### src/rtl/core/tpr_pkg.sv
// Package for the tape pulse run generator.
// Holds field widths, operation codes, conversion constants and the structs
// shared by the core modules. Depends on nothing.
package tpr_pkg;

    localparam int OP_W     = 2;
    localparam int DUR_W    = 16;
    localparam int BYTE_W   = 8;
    localparam int USED_W   = 4;
    localparam int COUNT_W  = 22;
    localparam int STEP_W   = 4;
    localparam int LEN_W    = 16;
    localparam int APB_AW   = 3;
    localparam int APB_DW   = 32;

    localparam logic [OP_W-1:0] OP_PULSE = 2'd0;
    localparam logic [OP_W-1:0] OP_DATA  = 2'd1;
    localparam logic [OP_W-1:0] OP_PAUSE = 2'd2;

    // Register indexes, taken from paddr[2].
    localparam logic REG_ZERO_LEN = 1'b0;
    localparam logic REG_ONE_LEN  = 1'b1;

    localparam logic [LEN_W-1:0] ZERO_LEN_RESET = 16'd855;
    localparam logic [LEN_W-1:0] ONE_LEN_RESET  = 16'd1710;

    // samples = floor(t * 441 / 35000) = floor(t * 63 / 5000).
    // The reciprocal 63 * ceil(2^35 / 5000) gives the exact quotient for every
    // 16-bit t, so the count is the top bits of a single 16x29 product.
    localparam int RECIP_W     = 29;
    localparam int PROD_W      = LEN_W + RECIP_W;
    localparam int RECIP_SHIFT = 35;
    localparam int PULSE_CNT_W = PROD_W - RECIP_SHIFT;
    localparam logic [RECIP_W-1:0] PULSE_RECIP = 29'd432932724;

    localparam logic [COUNT_W-1:0] EDGE_RUN = 22'd45;
    localparam logic [STEP_W-1:0]  LAST_DATA_STEP = 4'd15;
    localparam logic [2:0]         BYTE_MSB = 3'd7;

    typedef struct packed {
        logic [LEN_W-1:0] zero_len;
        logic [LEN_W-1:0] one_len;
    } cfg_t;

    // Command held by the sequencer and its position within the command.
    typedef struct packed {
        logic              busy;
        logic [OP_W-1:0]   op;
        logic [DUR_W-1:0]  duration;
        logic [BYTE_W-1:0] data_byte;
        logic [USED_W-1:0] bits_used;
        logic [STEP_W-1:0] step;
        logic              level;
    } seq_state_t;

    typedef struct packed {
        logic               level;
        logic [COUNT_W-1:0] sample_count;
        logic               last;
    } run_t;

endpackage

### src/rtl/core/tpr_cmd_if.sv
// Command channel of the tape pulse run generator: valid/ready plus one
// tape-block command. Depends on tpr_pkg for the field widths.
interface tpr_cmd_if;
    logic                       valid;
    logic                       ready;
    logic [tpr_pkg::OP_W-1:0]   operation;
    logic [tpr_pkg::DUR_W-1:0]  duration;
    logic [tpr_pkg::BYTE_W-1:0] data_byte;
    logic [tpr_pkg::USED_W-1:0] bits_used;

    modport source (output valid, output operation, output duration,
                    output data_byte, output bits_used, input ready);
    modport sink   (input valid, input operation, input duration,
                    input data_byte, input bits_used, output ready);
endinterface

### src/rtl/core/tpr_run_if.sv
// Run channel of the tape pulse run generator: valid/ready plus one run of
// output level. Depends on tpr_pkg for the field widths.
interface tpr_run_if;
    logic                        valid;
    logic                        ready;
    logic                        level;
    logic [tpr_pkg::COUNT_W-1:0] sample_count;
    logic                        last;

    modport source (output valid, output level, output sample_count,
                    output last, input ready);
    modport sink   (input valid, input level, input sample_count,
                    input last, output ready);
endinterface

### src/rtl/core/tpr_apb_regs.sv
// APB configuration registers: zero_len at 0x0, one_len at 0x4.
// Depends on tpr_pkg.
module tpr_apb_regs (
    input  logic                        clk,
    input  logic                        rst_n,
    input  logic                        psel,
    input  logic                        penable,
    input  logic                        pwrite,
    input  logic [tpr_pkg::APB_AW-1:0]  paddr,
    input  logic [tpr_pkg::APB_DW-1:0]  pwdata,
    output logic [tpr_pkg::APB_DW-1:0]  prdata,
    output logic                        pready,
    output tpr_pkg::cfg_t               cfg
);
    logic                       wr_en;
    logic                       reg_sel;
    logic [tpr_pkg::LEN_W-1:0]  zero_len_reg;
    logic [tpr_pkg::LEN_W-1:0]  one_len_reg;

    assign wr_en   = psel && penable && pwrite;
    assign reg_sel = paddr[2];
    assign pready  = 1'b1;

    always_ff @(posedge clk or negedge rst_n)
    begin
        if (!rst_n)
        begin
            zero_len_reg <= tpr_pkg::ZERO_LEN_RESET;
            one_len_reg  <= tpr_pkg::ONE_LEN_RESET;
        end
        else if (wr_en)
        begin
            if (reg_sel == tpr_pkg::REG_ZERO_LEN)
            begin
                zero_len_reg <= pwdata[tpr_pkg::LEN_W-1:0];
            end
            else
            begin
                one_len_reg <= pwdata[tpr_pkg::LEN_W-1:0];
            end
        end
    end

    always_comb
    begin
        if (reg_sel == tpr_pkg::REG_ZERO_LEN)
        begin
            prdata = tpr_pkg::APB_DW'(zero_len_reg);
        end
        else
        begin
            prdata = tpr_pkg::APB_DW'(one_len_reg);
        end
    end

    assign cfg.zero_len = zero_len_reg;
    assign cfg.one_len  = one_len_reg;
endmodule

### src/rtl/core/tpr_cmd_seq.sv
// Command sequencer: holds the accepted command, steps through its runs and
// tracks the current output level. Depends on tpr_pkg and tpr_cmd_if.
module tpr_cmd_seq (
    input  logic                 clk,
    input  logic                 rst_n,
    tpr_cmd_if.sink              cmd,
    input  logic                 adv,
    input  tpr_pkg::run_t        run,
    output tpr_pkg::seq_state_t  st
);
    logic                         busy_reg;
    logic [tpr_pkg::OP_W-1:0]     op_reg;
    logic [tpr_pkg::DUR_W-1:0]    dur_reg;
    logic [tpr_pkg::BYTE_W-1:0]   byte_reg;
    logic [tpr_pkg::USED_W-1:0]   used_reg;
    logic [tpr_pkg::STEP_W-1:0]   step_reg;
    logic                         level_reg;
    logic                         emit;
    logic                         accept;
    logic                         has_runs;

    // A run leaves for the output register whenever a command is active and
    // that register can take it.
    assign emit   = busy_reg && adv;
    assign cmd.ready = !busy_reg || (adv && run.last);
    assign accept = cmd.valid && cmd.ready;

    // Unknown operations and zero-length pauses produce no runs at all.
    always_comb
    begin
        case (cmd.operation)
            tpr_pkg::OP_PULSE: has_runs = 1'b1;
            tpr_pkg::OP_DATA:  has_runs = 1'b1;
            tpr_pkg::OP_PAUSE: has_runs = (cmd.duration != '0);
            default:           has_runs = 1'b0;
        endcase
    end

    always_ff @(posedge clk or negedge rst_n)
    begin
        if (!rst_n)
        begin
            busy_reg  <= 1'b0;
            step_reg  <= '0;
            level_reg <= 1'b0;
        end
        else
        begin
            if (emit)
            begin
                level_reg <= run.level;
            end
            if (accept)
            begin
                busy_reg <= has_runs;
                step_reg <= '0;
            end
            else if (emit)
            begin
                busy_reg <= !run.last;
                step_reg <= step_reg + 1'b1;
            end
        end
    end

    always_ff @(posedge clk)
    begin
        if (accept)
        begin
            op_reg   <= cmd.operation;
            dur_reg  <= cmd.duration;
            byte_reg <= cmd.data_byte;
            used_reg <= cmd.bits_used;
        end
    end

    assign st.busy      = busy_reg;
    assign st.op        = op_reg;
    assign st.duration  = dur_reg;
    assign st.data_byte = byte_reg;
    assign st.bits_used = used_reg;
    assign st.step      = step_reg;
    assign st.level     = level_reg;
endmodule

### src/rtl/core/tpr_run_calc.sv
// Run calculator: forms the level, sample count and last flag of the run at
// the sequencer's current step. Depends on tpr_pkg.
module tpr_run_calc (
    input  tpr_pkg::seq_state_t  st,
    input  tpr_pkg::cfg_t        cfg,
    output tpr_pkg::run_t        run
);
    logic [2:0]                        bit_idx;
    logic                              bit_val;
    logic [tpr_pkg::LEN_W-1:0]         pulse_t;
    logic [tpr_pkg::PROD_W-1:0]        product;
    logic [tpr_pkg::PULSE_CNT_W-1:0]   pulse_samples;
    logic [tpr_pkg::COUNT_W-1:0]       pause_samples;

    // Two runs per bit, most significant bit first. Bits past bits_used go
    // out as zeros; bits_used of eight or more makes every bit real.
    assign bit_idx = st.step[tpr_pkg::STEP_W-1:1];
    assign bit_val = st.data_byte[tpr_pkg::BYTE_MSB - bit_idx]
                     && (st.bits_used[3] || ({1'b0, bit_idx} < st.bits_used));

    always_comb
    begin
        if (st.op == tpr_pkg::OP_DATA)
        begin
            pulse_t = bit_val ? cfg.one_len : cfg.zero_len;
        end
        else
        begin
            pulse_t = st.duration;
        end
    end

    assign product = tpr_pkg::PROD_W'(pulse_t) * tpr_pkg::PROD_W'(tpr_pkg::PULSE_RECIP);
    assign pulse_samples = product[tpr_pkg::PROD_W-1:tpr_pkg::RECIP_SHIFT];

    // 44 samples per millisecond, as shifts and adds.
    assign pause_samples = (tpr_pkg::COUNT_W'(st.duration) << 5)
                         + (tpr_pkg::COUNT_W'(st.duration) << 3)
                         + (tpr_pkg::COUNT_W'(st.duration) << 2);

    always_comb
    begin
        case (st.op)
            tpr_pkg::OP_PULSE:
            begin
                run.level        = !st.level;
                run.sample_count = tpr_pkg::COUNT_W'(pulse_samples);
                run.last         = 1'b1;
            end
            tpr_pkg::OP_DATA:
            begin
                run.level        = !st.level;
                run.sample_count = tpr_pkg::COUNT_W'(pulse_samples);
                run.last         = (st.step == tpr_pkg::LAST_DATA_STEP);
            end
            tpr_pkg::OP_PAUSE:
            begin
                // A short edge at the flipped level, then silence held low.
                if (!st.step[0])
                begin
                    run.level        = !st.level;
                    run.sample_count = tpr_pkg::EDGE_RUN;
                    run.last         = 1'b0;
                end
                else
                begin
                    run.level        = 1'b0;
                    run.sample_count = pause_samples;
                    run.last         = 1'b1;
                end
            end
            default:
            begin
                run.level        = st.level;
                run.sample_count = '0;
                run.last         = 1'b1;
            end
        endcase
    end
endmodule

### src/rtl/core/tpr_out_stage.sv
// Output register of the run channel. It takes a new run whenever it is
// empty or its run is being taken. Depends on tpr_pkg and tpr_run_if.
module tpr_out_stage (
    input  logic            clk,
    input  logic            rst_n,
    input  logic            in_valid,
    input  tpr_pkg::run_t   in_run,
    output logic            adv,
    tpr_run_if.source       run
);
    logic           valid_reg;
    tpr_pkg::run_t  run_reg;

    assign adv = !valid_reg || run.ready;

    always_ff @(posedge clk or negedge rst_n)
    begin
        if (!rst_n)
        begin
            valid_reg <= 1'b0;
        end
        else if (adv)
        begin
            valid_reg <= in_valid;
        end
    end

    always_ff @(posedge clk)
    begin
        if (adv && in_valid)
        begin
            run_reg <= in_run;
        end
    end

    assign run.valid        = valid_reg;
    assign run.level        = run_reg.level;
    assign run.sample_count = run_reg.sample_count;
    assign run.last         = run_reg.last;
endmodule

### src/rtl/core/tape_pulse_run_generator.sv
// Tape pulse run generator, top level.
// Depends on tpr_pkg, tpr_cmd_if, tpr_run_if and the tpr_* core modules.
//
// Commands arrive on cmd (valid/ready): a single pulse, a data byte or a
// pause. Each produces runs on run (valid/ready): a level and the number of
// 44.1 kHz samples it lasts, with last set on the final run of the command.
// A pulse gives one run, a pause two, a data byte sixteen; a zero-length
// pause or an unknown operation gives none. The sequencer emits one run per
// cycle while the output register can take it; the next item is accepted in
// the cycle its last run is emitted. An item's first run passes the sequencer
// registers, then the output register. The user must write zero_len (0x0) and
// one_len (0x4) over APB only while no command is in flight; the block itself
// does not enforce it. Reset clears the level to low, empties the output
// register and restores both length registers. When the receiver holds ready
// low the output register keeps its run and the sequencer waits in place.
module tape_pulse_run_generator (
    input  logic                        clk,
    input  logic                        rst_n,
    input  logic                        psel,
    input  logic                        penable,
    input  logic                        pwrite,
    input  logic [tpr_pkg::APB_AW-1:0]  paddr,
    input  logic [tpr_pkg::APB_DW-1:0]  pwdata,
    output logic [tpr_pkg::APB_DW-1:0]  prdata,
    output logic                        pready,
    tpr_cmd_if.sink                     cmd,
    tpr_run_if.source                   run
);
    tpr_pkg::cfg_t        cfg;
    tpr_pkg::seq_state_t  st;
    tpr_pkg::run_t        next_run;
    logic                 adv;

    tpr_apb_regs u_regs (
        .clk     (clk),
        .rst_n   (rst_n),
        .psel    (psel),
        .penable (penable),
        .pwrite  (pwrite),
        .paddr   (paddr),
        .pwdata  (pwdata),
        .prdata  (prdata),
        .pready  (pready),
        .cfg     (cfg)
    );

    tpr_cmd_seq u_seq (
        .clk   (clk),
        .rst_n (rst_n),
        .cmd   (cmd),
        .adv   (adv),
        .run   (next_run),
        .st    (st)
    );

    tpr_run_calc u_calc (
        .st  (st),
        .cfg (cfg),
        .run (next_run)
    );

    tpr_out_stage u_out (
        .clk      (clk),
        .rst_n    (rst_n),
        .in_valid (st.busy),
        .in_run   (next_run),
        .adv      (adv),
        .run      (run)
    );
endmodule
### src/flat_wrapper.sv
// flat-port wrapper written by rule: the top's interface ports become plain ports
module tape_pulse_run_generator_flat 
  (clk, rst_n, psel, penable, pwrite, paddr, pwdata, prdata, pready, cmd_valid, cmd_operation, cmd_duration, cmd_data_byte, cmd_bits_used, cmd_ready, run_valid, run_level, run_sample_count, run_last, run_ready);
  tpr_cmd_if cmd_i ();
  tpr_run_if run_i ();
  input  logic clk;
  input  logic rst_n;
  input  logic psel;
  input  logic penable;
  input  logic pwrite;
  input  logic [tpr_pkg::APB_AW-1:0] paddr;
  input  logic [tpr_pkg::APB_DW-1:0] pwdata;
  output logic [tpr_pkg::APB_DW-1:0] prdata;
  output logic pready;
  input wire logic [$bits(cmd_i.valid)-1:0] cmd_valid;
  input wire logic [$bits(cmd_i.operation)-1:0] cmd_operation;
  input wire logic [$bits(cmd_i.duration)-1:0] cmd_duration;
  input wire logic [$bits(cmd_i.data_byte)-1:0] cmd_data_byte;
  input wire logic [$bits(cmd_i.bits_used)-1:0] cmd_bits_used;
  output wire logic [$bits(cmd_i.ready)-1:0] cmd_ready;
  output wire logic [$bits(run_i.valid)-1:0] run_valid;
  output wire logic [$bits(run_i.level)-1:0] run_level;
  output wire logic [$bits(run_i.sample_count)-1:0] run_sample_count;
  output wire logic [$bits(run_i.last)-1:0] run_last;
  input wire logic [$bits(run_i.ready)-1:0] run_ready;
  assign cmd_i.valid = cmd_valid;
  assign cmd_i.operation = cmd_operation;
  assign cmd_i.duration = cmd_duration;
  assign cmd_i.data_byte = cmd_data_byte;
  assign cmd_i.bits_used = cmd_bits_used;
  assign cmd_ready = cmd_i.ready;
  assign run_valid = run_i.valid;
  assign run_level = run_i.level;
  assign run_sample_count = run_i.sample_count;
  assign run_last = run_i.last;
  assign run_i.ready = run_ready;
  tape_pulse_run_generator u_core (.clk(clk), .rst_n(rst_n), .psel(psel), .penable(penable), .pwrite(pwrite), .paddr(paddr), .pwdata(pwdata), .prdata(prdata), .pready(pready), .cmd(cmd_i), .run(run_i));
endmodule
### config.mk
export PLATFORM = sky130hd
export DESIGN_NAME = tape_pulse_run_generator_flat
export DESIGN_NICKNAME = d
export VERILOG_FILES = /design/src/rtl/core/tpr_pkg.sv /design/src/rtl/core/tpr_cmd_if.sv /design/src/rtl/core/tpr_run_if.sv /design/src/rtl/core/tpr_apb_regs.sv /design/src/rtl/core/tpr_cmd_seq.sv /design/src/rtl/core/tpr_run_calc.sv /design/src/rtl/core/tpr_out_stage.sv /design/src/rtl/core/tape_pulse_run_generator.sv /design/src/flat_wrapper.sv
export SDC_FILE = /design/constraint.sdc
export NUM_CORES = 1
export LEC_CHECK = 0
export BUFFER_PORTS_ARGS = -buffer_cell sky130_fd_sc_hd__buf_4
export CORE_MARGIN = 5
export CORE_UTILIZATION = 45
export CTS_CLUSTER_SIZE = 16
export DETAILED_ROUTE_END_ITERATION = 16
export HOLD_SLACK_MARGIN = 0.15
export PLACE_DENSITY = 0.66
export REMOVE_ABC_BUFFERS = 1
export SLEW_MARGIN = 10
export SYNTH_ARGS = -nofsm -noshare
export SYNTH_HDL_FRONTEND = slang
export SYNTH_SLANG_ARGS = --single-unit
### constraint.sdc
create_clock -name clk -period 8.3 [get_ports clk]
set_clock_uncertainty 0.2 [all_clocks]
set_input_delay 1.66 -clock clk [delete_from_list [all_inputs] [get_ports clk]]
set_output_delay 1.66 -clock clk [all_outputs]
set_load 0.05 [all_outputs]
# Word level (Yosys, flattened, before mapping)
# Cells that the tools add are included.
dict set report word_totals {
  regBits 93
  word_cells 58
  in_bits 72
}
dict set report classes {
  add_sub_neg 4
  mux 12
  eq_ne 5
  n_bitwise 1
  mul 1
  reduce_logical 20
  order_cmp 2
}
# operator n
set ops {}
lappend ops {{24-bit one-hot mux with 3 select lines} 1}
lappend ops {{16-bit two-way mux} 3}
lappend ops {{16-bit by 27-bit multiplier with 43-bit output, second input constant} 1}
lappend ops {{24-bit two-way mux} 1}
lappend ops {{21-bit by 19-bit adder with 22-bit output} 1}
lappend ops {{22-bit by 18-bit adder with 22-bit output} 1}
lappend ops {{16-bit nonzero test} 1}
lappend ops {{4-bit two-way mux} 2}
lappend ops {{1-bit logical AND} 6}
lappend ops {{4-bit by 1-bit adder with 4-bit output, second input constant} 1}
lappend ops {{2-bit by 1-bit == test with 1-bit output, second input constant} 2}
lappend ops {{2-bit == test, second input constant} 2}
lappend ops {{4-bit == test, second input constant} 1}
lappend ops {{1-bit logical NOT} 4}
lappend ops {{2-bit logical NOT} 2}
lappend ops {{3-bit by 4-bit less-than comparator with 1-bit output} 1}
lappend ops {{3-bit by 4-bit less-than comparator with 1-bit output, second input constant} 1}
lappend ops {{2-bit AND reduction} 2}
lappend ops {{1-bit binary-select mux with 3-bit select} 1}
lappend ops {{1-bit logical OR} 3}
lappend ops {{1-bit two-way mux} 3}
lappend ops {{3-bit subtractor, first input constant} 1}
lappend ops {{1-bit one-hot mux with 2 select lines} 1}
lappend ops {{2-bit nonzero test} 1}
lappend ops {{2 further kinds} 2}

# Depth between registers and ports, before layout
dict set report logic_depth {
  depth_word 12
  mapped_depth 30
  ltp_nobuf 29
}

# By module
# A second synthesis with hierarchy kept.
dict set report hier_totals {
  cells_unflattened 1105
  area_unflattened_um2 11962.7
}
# mod area_each_um2 cells_per_inst instances
set by_module_without_submodules {}
lappend by_module_without_submodules {tpr_run_calc 8266.7 898 1}
lappend by_module_without_submodules {tpr_apb_regs 1615.3 105 1}
lappend by_module_without_submodules {tpr_cmd_seq 1306.3 74 1}
lappend by_module_without_submodules {tpr_out_stage 774.5 28 1}

# Least setup slack after synthesis
# No wires, ideal clock.
dict set report synth_timing {
  path_kind {register to register}
  startpoint {register u_core.u_seq.step_reg[2] (netlist name)}
  endpoint {register u_core.u_out.run_reg (netlist bit u_core.u_out.run.sample_count[9]) (data pin)}
  stages_incl_launch_ff 27
  required_ns 7.834
  synth_period_minus_slack_ns 8.351
  path_buffers 1
  path_slack_ns -0.051
  t_arrival_ns 7.885
  cell_sequence {dfrtp_1 -> ha_1 -> o21ai_0 -> a211oi_1 -> nor2_4 -> clkbuf_1 -> mux2i_1 -> o21ai_0 -> ha_1 -> inv_1 -> fa_1 -> inv_1 -> fa_1 -> fa_1 -> fa_1 -> fa_1 -> ha_1 -> nand4_1 -> nor2_1 -> nand2_1 -> or2_0 -> or3_1 -> a21boi_0 -> o211ai_4 -> a311oi_4 -> nor3_1 -> or3b_1}
}
# element line_no
set synth_lines {}
lappend synth_lines {{from (decl)} tpr_cmd_seq.sv:16} ;# logic [tpr_pkg::STEP_W-1:0] step_reg;
lappend synth_lines {{from (signal assigned)} tpr_cmd_seq.sv:61} ;# step_reg <= step_reg + 1'b1;
lappend synth_lines {{to (signal assigned)} tpr_out_stage.sv:32} ;# run_reg <= in_run;
lappend synth_lines {{to (decl)} tpr_out_stage.sv:12} ;# tpr_pkg::run_t run_reg;

==> results.json <==
{
  "status": "complete, no violations",
  "hold_ws_ns": 0.296,
  "nets": 1689,
  "synth_cell_types": 67,
  "routed_via_density": 5.06,
  "hold_violations": 0,
  "synth_flop_cell": "edfxtp_1",
  "antenna_found_initial": 0,
  "final-max-slew-violation-count": 0,
  "grt_util_met1": 0.271,
  "netlist_top_cells_area": "fa_1, ha_1, edfxtp_1",
  "drive_gt1_frac": 0.258,
  "grt_pass1_vias": 8778,
  "placed_cells": 1594,
  "drcViolationCount": 0,
  "die_area_um2": 29500,
  "areaGrowthSynthToFinish_pct": 19.5,
  "hp-class": "reg -> reg",
  "multi_input_area_um2": 8250,
  "syn_area_um2": 11800,
  "start_kind": "flop",
  "yosys_warnings": 0,
  "layout_commonest_cell": "inv_1",
  "gr-total-overflow": 0,
  "clk_latency_ns": 0.35,
  "rows": 59,
  "diodes": 0,
  "clock_sinks": 93,
  "synth_top_area_cell": "fa_1",
  "fin_crit_ns": 8.12,
  "initial_core_util": 0.454,
  "setup_viol_count_final": 0,
  "seq_area_frac_synth": 0.222,
  "die_w_um": 172,
  "place_hpwl_mm": 24.6,
  "use_met2": 0.351,
  "port_buffers": 95,
  "cts_root_buffer": "clkbuf_16",
  "seq_area_um2": 2620,
  "detail_route.wl_per_cell_um": 17.6,
  "syn_inst": 1084,
  "final_util": 0.542,
  "wl_mm": 28.4,
  "cts_buffers": 9,
  "critPathKind": "reg -> reg",
  "grt_use_total": 0.200,
  "cts_tree": "built",
  "final_cells": 1617,
  "synthArstFlopShare": 0.419,
  "io_pins": 131,
  "grt_first_pass_wirelength_mm": 46.0,
  "rsz0062_at_grt": "yes",
  "grtUsageMet3": 0.0225,
  "avgSynthCellArea_um2": 10.8,
  "gp_congestion": 0.911,
  "synth_edf_count": 54,
  "vias": 8178,
  "postRouteAntennaNets": 0,
  "dpl-instance-area_um2": 13500,
  "grt_max_degree": 40,
  "post-route-cell-area_um2": 14000,
  "yosys.area.top_type_share": 0.255,
  "final_cell_mix": "inv_1, buf_4, ha_1",
  "die_y_um": 172,
  "finalCritPeriodShare": 0.978,
  "largest_register_ffs": 22,
  "required_ns": 8.20,
  "h-tree-depth": 3,
  "core_area_um2": 25900,
  "max_freq_mhz": 123,
  "grt.busiest_layer": "met2",
  "drt_iter0_markers": 449,
  "first_pass_iters": 5,
  "nFillCells": 2227,
  "clk_pin_slew_worst_paths_ns": 0.07,
  "crit_arrival_ns": 8.02,
  "postCtsHoldBufs": 0,
  "worst_pin_slew_ns": 1.03,
  "end_kind": "flop",
  "slew_headroom": 0.306,
  "synth-seq-cells": 93,
  "max_cap_violations": 0,
  "cts_buffer_depth": 2,
  "cp_max_fo": 6
}
## worst paths after layout
check                                         start                               end  slack, ns  depth (start not counted)
max                        u_core.u_seq.step_reg[2]  u_core.u_out.run.sample_count[8]       0.18                         27
min                           u_core.u_seq.busy_reg            u_core.u_out.run.valid       0.30                          1
max reg2reg                u_core.u_seq.step_reg[2]  u_core.u_out.run.sample_count[8]       0.18                         27
min reg2reg                   u_core.u_seq.busy_reg            u_core.u_out.run.valid       0.30                          1
max in group asynchronous                     rst_n     u_core.u_regs.zero_len_reg[6]       6.45                          1
min in group asynchronous                     rst_n          u_core.u_seq.step_reg[1]       1.08                          1
## stage by stage
step	setup TNS [ns]	setup slack (ns)
global placement	-1.45	-0.367
global route	-0.166	-0.122
finish	0	0.182
CTS	-0.00230	-0.00230
detailed placement	-2.44	-0.506
floorplan	-0.168	-0.120
## cell type report
cell class              count  area share
multi-input cells         725       0.587
inverters                 248      0.0663
flip-flops and latches     93       0.186
repair buffers            200       0.110
clock buffers               9      0.0160
clock inverters             7     0.00481
well taps                 335      0.0298
## worst max-delay path: stages (launching register included)
cell and delay, ns:
dfrtp_1 0.39, mux4_2 0.54, o211ai_4 0.23, nor2_4 0.09, buf_8 0.15, buf_12 0.13
mux2i_1 0.12, o21a_1 0.20, fa_1 0.53, inv_2 0.05, fa_1 0.52, inv_1 0.06
fa_1 0.48, fa_1 0.57, fa_1 0.43, fa_1 0.54, ha_4 0.22, a21o_1 0.19
a221oi_2 0.27, o21ai_1 0.11, a211oi_2 0.27, o31a_1 0.33, buf_6 0.15, o311ai_4 0.10
o211ai_4 0.16, a311oi_4 0.16, or3_1 0.42, a32o_1 0.23
## Yosys cell counts (4+ instances only)
| master | count |
|---|---|
| nor4_1 | 5 |
| a31oi_1 | 6 |
| nor2_1 | 33 |
| nand3_1 | 13 |
| ha_1 | 190 |
| inv_1 | 247 |
| o21bai_1 | 4 |
| buf_4 | 17 |
| a211o_1 | 4 |
| a21oi_1 | 27 |
| fa_1 | 150 |
| clkbuf_1 | 15 |
| o21a_1 | 8 |
| xor2_1 | 9 |
| mux2_2 | 49 |
| or2_2 | 4 |
| and3_1 | 6 |
| o211ai_1 | 6 |
| o21ai_1 | 4 |
| dfstp_2 | 14 |
| nand2b_1 | 5 |
| o21ai_0 | 25 |
| and2_1 | 4 |
| nand4_1 | 6 |
| xnor2_1 | 11 |
| nor3b_1 | 6 |
| nand2_1 | 37 |
| mux2i_1 | 17 |
| a21o_1 | 13 |
| nor3_1 | 16 |
| dfrtp_1 | 25 |
| a211oi_1 | 5 |
| edfxtp_1 | 54 |
## kinds of logic (layout without fill, tap and decap cells)
group,after synthesis,after routing,synth area share
buffers and inverters,281,464,0.0952
other,2,17,0.000639
and+or+nand+nor,152,152,0.0655
adders and majority gates,340,340,0.458
DFF,93,93,0.222
xor gates and xnor gates,20,20,0.0149
muxes,67,67,0.0633
AOI/OAI and AO/OA,129,129,0.0803
## per-layer routing
metal | vias up | share of wire
met3 | 20 | 0.040
met5 | - | 0
met4 | 0 | 0.012
met1 | 4052 | 0.44
met2 | 161 | 0.50
li1 | 3945 | -
## repair_timing
item,in CTS,in global routing
setup endpoints to repair,9,10
resized for setup,15,36
buffers inserted,2,6
pin swaps,11,35
Power is left out: the tool's default activity adds up to more than one toggle a clock period on the data nets, which glitch-free logic cannot reach.
